[src/fpa_pkg.sv]
// shared opcodes, result kinds and divider constants for the fixed-point alu
package fpa_pkg;

	typedef enum logic [3:0] {
		OP_ADD      = 4'd0,
		OP_SUB      = 4'd1,
		OP_MUL      = 4'd2,
		OP_DIV      = 4'd3,
		OP_GT       = 4'd4,
		OP_LT       = 4'd5,
		OP_GE       = 4'd6,
		OP_LE       = 4'd7,
		OP_EQ       = 4'd8,
		OP_NE       = 4'd9,
		OP_MIN      = 4'd10,
		OP_MAX      = 4'd11,
		OP_INC      = 4'd12,
		OP_DEC      = 4'd13,
		OP_FROM_INT = 4'd14,
		OP_TO_INT   = 4'd15
	} func_t;

	typedef enum logic [1:0] {
		KIND_SIMPLE = 2'd0,
		KIND_MUL    = 2'd1,
		KIND_DIV    = 2'd2
	} kind_t;

	// quotient bits resolved per divider stage
	localparam int DIV_STEPS = 8;

endpackage

[src/fpa_div_stage.sv]
// one registered stage of the restoring divider, several quotient bits per stage
module fpa_div_stage #(
	parameter int WB  = 32,
	parameter int QB  = 40,
	parameter int TOP = 39,
	parameter int MW  = 101
) (
	input  logic          clk,
	input  logic          arst_n,
	input  logic          adv,
	input  logic          valid_i,
	input  logic [QB-1:0] n_i,
	input  logic [WB-1:0] d_i,
	input  logic [WB-1:0] r_i,
	input  logic [QB-1:0] q_i,
	input  logic [MW-1:0] meta_i,
	output logic          valid_s,
	output logic [QB-1:0] n_s,
	output logic [WB-1:0] d_s,
	output logic [WB-1:0] r_s,
	output logic [QB-1:0] q_s,
	output logic [MW-1:0] meta_s
);

	logic [WB-1:0] r_c;
	logic [QB-1:0] q_c;
	logic [WB:0]   t_c;

	always_comb begin
		r_c = r_i;
		q_c = q_i;
		t_c = '0;
		for (int j = 0; j < fpa_pkg::DIV_STEPS; j++) begin
			if (TOP - j >= 0) begin
				t_c = {r_c, n_i[TOP - j]};
				if (t_c >= {1'b0, d_i}) begin
					t_c = t_c - {1'b0, d_i};
					q_c[TOP - j] = 1'b1;
				end
				r_c = t_c[WB-1:0];
			end
		end
	end

	always_ff @(posedge clk or negedge arst_n) begin
		if (!arst_n) begin
			valid_s <= 1'b0;
		end else if (adv) begin
			valid_s <= valid_i;
		end
	end

	always_ff @(posedge clk) begin
		if (adv) begin
			n_s    <= n_i;
			d_s    <= d_i;
			r_s    <= r_c;
			q_s    <= q_c;
			meta_s <= meta_i;
		end
	end

endmodule

[config.mk]
export PLATFORM = sky130hd
export DESIGN_NAME = fpa_div_stage
export DESIGN_NICKNAME = d
export VERILOG_FILES = /design/src/fpa_pkg.sv /design/src/fpa_div_stage.sv
export SDC_FILE = /design/constraint.sdc
export NUM_CORES = 1
export LEC_CHECK = 0
export ABC_AREA = 1
export BUFFER_PORTS_ARGS = -buffer_cell sky130_fd_sc_hd__buf_2
export CAP_MARGIN = 20
export CORE_MARGIN = 8
export CORE_UTILIZATION = 55
export CTS_CLUSTER_SIZE = 8
export DETAILED_ROUTE_END_ITERATION = 16
export GPL_TIMING_DRIVEN = 0
export PLACE_DENSITY = 0.8
export SKIP_LAST_GASP = 1
export SYNTH_ARGS = -nofsm -noshare
export SYNTH_HDL_FRONTEND = slang
export SYNTH_SLANG_ARGS = --single-unit
[constraint.sdc]
create_clock -name clk -period 1.1 [get_ports clk]
set_clock_uncertainty 0.15 [all_clocks]
set_input_delay 0.22 -clock clk [delete_from_list [all_inputs] [get_ports clk]]
set_output_delay 0.22 -clock clk [all_outputs]
set_load 0.01 [all_outputs]
==> results of run 1 <==
routing by layer:
| layer | global-route usage, % | GRT overflow |
|---|---|---|
| met5 | 44.1 | 1 |
| met4 | 75.7 | 62 |
| met3 | 68.2 | 7 |
| met2 | 91.6 | 137 |
| met1 | 74.3 | 10 |
logic make-up after synthesis:
family	count (synthesis)	synth area share, %
xor+xnor	214	7.71
flops	246	30.4
fa+ha+maj	264	13.8
mux	1	0.0463
compound gates	637	14.6
simple gates	1511	26.3
buf+inv	435	7.20
metrics by stage:
stage | setup WS, ns | cells | hold WS (ns) | utilization [%]
2_1_floorplan | -15.59 | 3308 | -0.226 | -
3_3_place_gp | -20.14 | 4394 | -0.156 | 65.3
3_5_place_dp | -20.33 | 4395 | -0.148 | 65.4
4_1_cts | -15.61 | 4979 | -0.0427 | 83.8
what timing repair did:
| action | CTS |
|---|---|
| gates cloned | 14 |
| pin swaps | 194 |
| endpoints found under the hold margin | 216 |
| gates resized for setup | 544 |
| setup endpoints to repair | 414 |
| setup buffers | 309 |
| hold buffers | 215 |
==> impl_results.md, run 1 <==
* Run status: aborted with a tool error
* Stage where the flow stopped: 5_1_grt
* Stop err: [ERROR GRT-0232] Routing congestion too high. Check the congestion heatmap in the GUI.
* Kind of the worst endpoint: register input
* Total number of clock tree sinks at ~250
* Height of the chip at 226 microns
* Inserted Clock Buffers at 36
* Boundary pin count at 495
* Total placed instance area at 28,700 sq um
* Buffer depth of the longest clock path at 3
* Synth Area per Inst at 7.35 sq um
* Synthesized cell area at 24,300 sq um
* Fraction of post-synthesis cell area in the top cell type by area at slightly above 30%
* Cell type with the highest aggregate area in the netlist: sky130_fd_sc_hd__edfxtp_1
* Most common cell in the netlist: sky130_fd_sc_hd__nand2_1
* GR repair worst EP: r_s[15]$_DFFE_PP_/D
* Initial Util at 55.3%
* Leading cell types by total area after synthesis: sky130_fd_sc_hd__edfxtp_1 30%, sky130_fd_sc_hd__nand2_1 15%, sky130_fd_sc_hd__ha_1 13%, sky130_fd_sc_hd__a21oi_1 5.7%, sky130_fd_sc_hd__inv_1 5.6%
* Post-DP HPWL at 77,300 microns
* Number of synthesized register bits at 246
* Pin count of the biggest net entering global routing at 129
* Number of standard cells after synthesis at 3,308
* Port bufs at 494
* Count of H-tree levels built during CTS at 2
* Sequential area share after synthesis at a little under a third
* Syn Nets at 3,821
* Total overflow reported by the global router at 217
* Fraction of registers with async set or reset after synthesis at 0.407%
* Total Routing Usage GR at between 70 and 80%
* Top cells by count, synth: 981 x sky130_fd_sc_hd__nand2_1, 362 x sky130_fd_sc_hd__inv_1, 275 x sky130_fd_sc_hd__a21oi_1, 256 x sky130_fd_sc_hd__ha_1, 245 x sky130_fd_sc_hd__edfxtp_1
* Routability congestion estimate at 1.05
* Number of enable flip-flop cells after synthesis at 245
* Site Rows at 77
* Synth warnings at 0
* Die extent in x at about 230 microns
* Count of different cell masters after synthesis at a little under 60
* Flip-flop cell with the highest count after synthesis: sky130_fd_sc_hd__edfxtp_1
* CTS root buf: sky130_fd_sc_hd__clkbuf_16
==> run 2, diff against run 1 <==
--- a/config.mk
+++ b/config.mk
@@ -9,11 +9,10 @@
 export BUFFER_PORTS_ARGS = -buffer_cell sky130_fd_sc_hd__buf_2
 export CAP_MARGIN = 20
 export CORE_MARGIN = 8
-export CORE_UTILIZATION = 55
-export CTS_CLUSTER_SIZE = 8
+export CORE_UTILIZATION = 40
 export DETAILED_ROUTE_END_ITERATION = 16
 export GPL_TIMING_DRIVEN = 0
-export PLACE_DENSITY = 0.8
+export PLACE_DENSITY_LB_ADDON = 0.15
 export SKIP_LAST_GASP = 1
 export SYNTH_ARGS = -nofsm -noshare
 export SYNTH_HDL_FRONTEND = slang
==> impl_results.md, run 2 <==
* Number of standard cells after synthesis at 3,308 (unchanged)
* Routability congestion estimate at 0.965 (-7.7%)
* Most common cell in the netlist: sky130_fd_sc_hd__nand2_1
* Boundary pin count at 495 (unchanged)
* Register with the most flip-flops: meta_s
* Footprint of the multi-input gates at 18,500 sq um
* Number of synthesized register bits at 246 (unchanged)
* Relative slew slack at 53.4%
* Filler cell count at 5,154
* Site Rows at 90 (+17%)
* RSZ-0062 raised after global routing: true
* Count of endpoints failing setup in the final report at between 200 and 300
* Area growth from synthesis to final layout at 58.0%
* Crit path required time at 1.25 ns
* Initial antenna violation count at 14
* Total placed instance area at 29,000 sq um (+0.92%)
* Slew at the pin closest to its max-slew limit at around 0.70 ns
* Fraction of post-synthesis cell area in the top cell type by area at 30.3% (unchanged)
* WHS at -0.163 ns
* Fraction of layout cells with a size suffix above 1 at 36.7%
* Slew Viols, Final at 0
* Worst-Skew Late Latency at 0.56 ns
* Fmax at 56.8 MHz
* Violated checks: hold timing, setup timing
* Synth Area per Inst at 7.35 sq um (unchanged)
* Endpoint of the worst register-to-register path: valid_s
* Final std cells w/o fill at 5,235
* Slowest Stage Delay on Critical Path at 0.34 ns
* Die extent in x at 262 microns (+16%)
* Registers with the most flip-flops: meta_s: 101 flops, n_s: 40 flops, q_s: 40 flops
* Routed wirelength normalized by instance count at 23.0 microns
* Leading cell types by total area after synthesis: sky130_fd_sc_hd__edfxtp_1 30%, sky130_fd_sc_hd__nand2_1 15%, sky130_fd_sc_hd__ha_1 13%, sky130_fd_sc_hd__a21oi_1 5.7%, sky130_fd_sc_hd__inv_1 5.6%
* Count of different cell masters after synthesis at 58 (unchanged)
* Top cells by count, synth: 981 x sky130_fd_sc_hd__nand2_1, 362 x sky130_fd_sc_hd__inv_1, 275 x sky130_fd_sc_hd__a21oi_1, 256 x sky130_fd_sc_hd__ha_1, 245 x sky130_fd_sc_hd__edfxtp_1
* Aggregate routed wire length at 120,000 microns
* Crit Reg-Reg Startpoint: valid_s
* Port bufs at 494 (unchanged)
* Global-route wire length before repair at 171,000 microns
* Total die area at 68,900 sq um
* Critical-path maximum fanout at 10
* Inserted Clock Buffers at 27 (-25%)
* Syn Nets at 3,821 (unchanged)
* Vias in the first global route at 27,000
* Post-DP HPWL at 85,400 microns (+11%)
* Register-to-register setup slack at 0.14 ns
* Final standard cell utilization of the core at 63.7%
* Worst setup margin at -16.51 ns
* Flip-flop cell with the highest count after synthesis: sky130_fd_sc_hd__edfxtp_1
* WS Path Type: input port to flip-flop
* Buffer depth of the longest clock path at 3 (unchanged)
* Share of the clock period used by the worst path after layout at 1600%
* Run status: finished with violations
* Clock tree from TritonCTS: built
* Cell seen most often among critical-path stages: sky130_fd_sc_hd__nand2_2
* Class of the worst hold path: input port to flip-flop
* Number of violations reported at the end of detailed-routing iteration 0 at 2,388
* Top library cells by usage in the layout, fill and taps aside: 798 x sky130_fd_sc_hd__nand2_1, 454 x sky130_fd_sc_hd__buf_2, 364 x sky130_fd_sc_hd__buf_4
* DRT antenna net count at 0
* Most common library cell in the layout ignoring fill and taps: sky130_fd_sc_hd__nand2_1
* Count of H-tree levels built during CTS at 1 (-1)
* Pin count of the biggest net entering global routing at 117
* Total overflow reported by the global router at 0
* Net count reported at finish at 4,939
* Synthesized cell area at 24,300 sq um (unchanged)
* Router iterations before antenna repair at 5
* Slowest library cell on the worst path: sky130_fd_sc_hd__ha_1
* Max-cap check violation count at 0
* Cell type with the highest aggregate area in the netlist: sky130_fd_sc_hd__edfxtp_1
* Crit end category: flip-flop
* Height of the chip at 262 microns (+16%)
* Initial Util at 40.3% (-15 points)
* Total number of clock tree sinks at 246 (unchanged)
* Synth warnings at 0 (unchanged)
* Critical hold path startpoint: adv
* Detailed-route DRC error count at 0
* Number of hold-slack violations in the final timing report at 16
* Worst Reg-to-Reg Cells at 1
* Detailed-route via count at between 20,000 and 30,000
* Total placed cells including tap cells at 4,586 (+4.3%)
* Area taken by flip-flops and latches at 7380 sq um
* Clock-pin slew on the worst setup and hold paths at roughly 0.060 ns
* Min-Delay Endpoint: meta_s[24]
* Startpoint Class: input port
* Via density per instance at 5.47
* Non-Filler Cell Area, Final at 38,400 sq um
* Core region area at 60,200 sq um
* Data arrival, critical path at 17.76 ns
* Minimum clock period at 17.61 ns
* Number of flip-flops in the largest register at 101
* Number of enable flip-flop cells after synthesis at 245 (unchanged)
* Depth of the worst hold-timing path at 1
* CTS root buf: sky130_fd_sc_hd__clkbuf_16
* Fraction of registers with async set or reset after synthesis at 0.407% (unchanged)
* Sequential area share after synthesis at 30.4% (unchanged)
* Total Routing Usage GR at between 30% and 40%
==> run 2: cell families after synthesis <==
group	share of synthesized area, %
buffers and inverters	7.20
and+or+nand+nor	26.3
AOI/OAI and AO/OA	14.6
adders and majority gates	13.8
xor gates and xnor gates	7.71
muxes	0.0463
DFF	30.4
==> run 2: worst max-delay path by stage <==
stage,slack [ns],endpoint,startpoint,cells past startpoint
final,-16.51,r_s[25],d_i[8],138
after global routing,-17.36,q_s[32],d_i[31],136
after CTS,-15.91,r_s[26],d_i[12],148
after detailed placement,-20.89,r_s[26],d_i[1],138
after global placement,-20.82,r_s[5],d_i[1],138
after floorplan,-15.59,r_s[27],d_i[2],149
==> run 2: routing by layer <==
| metal | up-vias | routed length [microns] | share of wire [%] | track usage, % |
|---|---|---|---|---|
| li1 | 13500 | - | - | - |
| met1 | 13600 | 48900 | 41 | 40.5 |
| met2 | 1283 | 54600 | 45 | 53.4 |
| met3 | 295 | 10300 | 8.5 | 7.02 |
| met4 | 4 | 6340 | 5.3 | 13.5 |
| met5 | - | 28 | 0.023 | 0 |
==> run 2: area by class of cell <==
class | instances | share of cell area [%]
Buffer | 54 | 1.95
Timing Repair Buffer | 1091 | 21.5
Multi-Input combinational cell | 2627 | 48.3
Clock inverter | 18 | 0.502
Antenna cell | 9 | 0.0587
Inverter | 379 | 4.13
Sequential cell | 246 | 19.2
Tap cell | 782 | 2.55
Clock buffer | 29 | 1.78
==> run 2: critical path, delay by kind of cell <==
kind	cells	cell delay, ns
compound gates	37	5.83
xor+xnor	1	0.14
buf+inv	25	2.96
fa+ha+maj	8	2.32
simple gates	67	6.17
==> run 2: timing repair <==
item,4_1_cts,5_1_grt
setup buffers,258,110
pin swaps,163,178
hold buffers,214,1
gates resized for setup,437,313
gates cloned,8,4
hold endpoints to repair,231,17
endpoints found under the setup margin,286,286
==> run 2: metrics by stage <==
step / worst slack [ns] / TNS, ns
floorplan: -15.59 / -559.28
global placement: -20.82 / -1690.82
detailed placement: -20.89 / -829.15
CTS: -15.91 / -666.55
global route: -17.36 / -719.84
finish: -16.51 / -682.15
Power of run 2 is not shown: default switching activity piles up to over one toggle a cycle in this logic, so the estimate is an artifact.
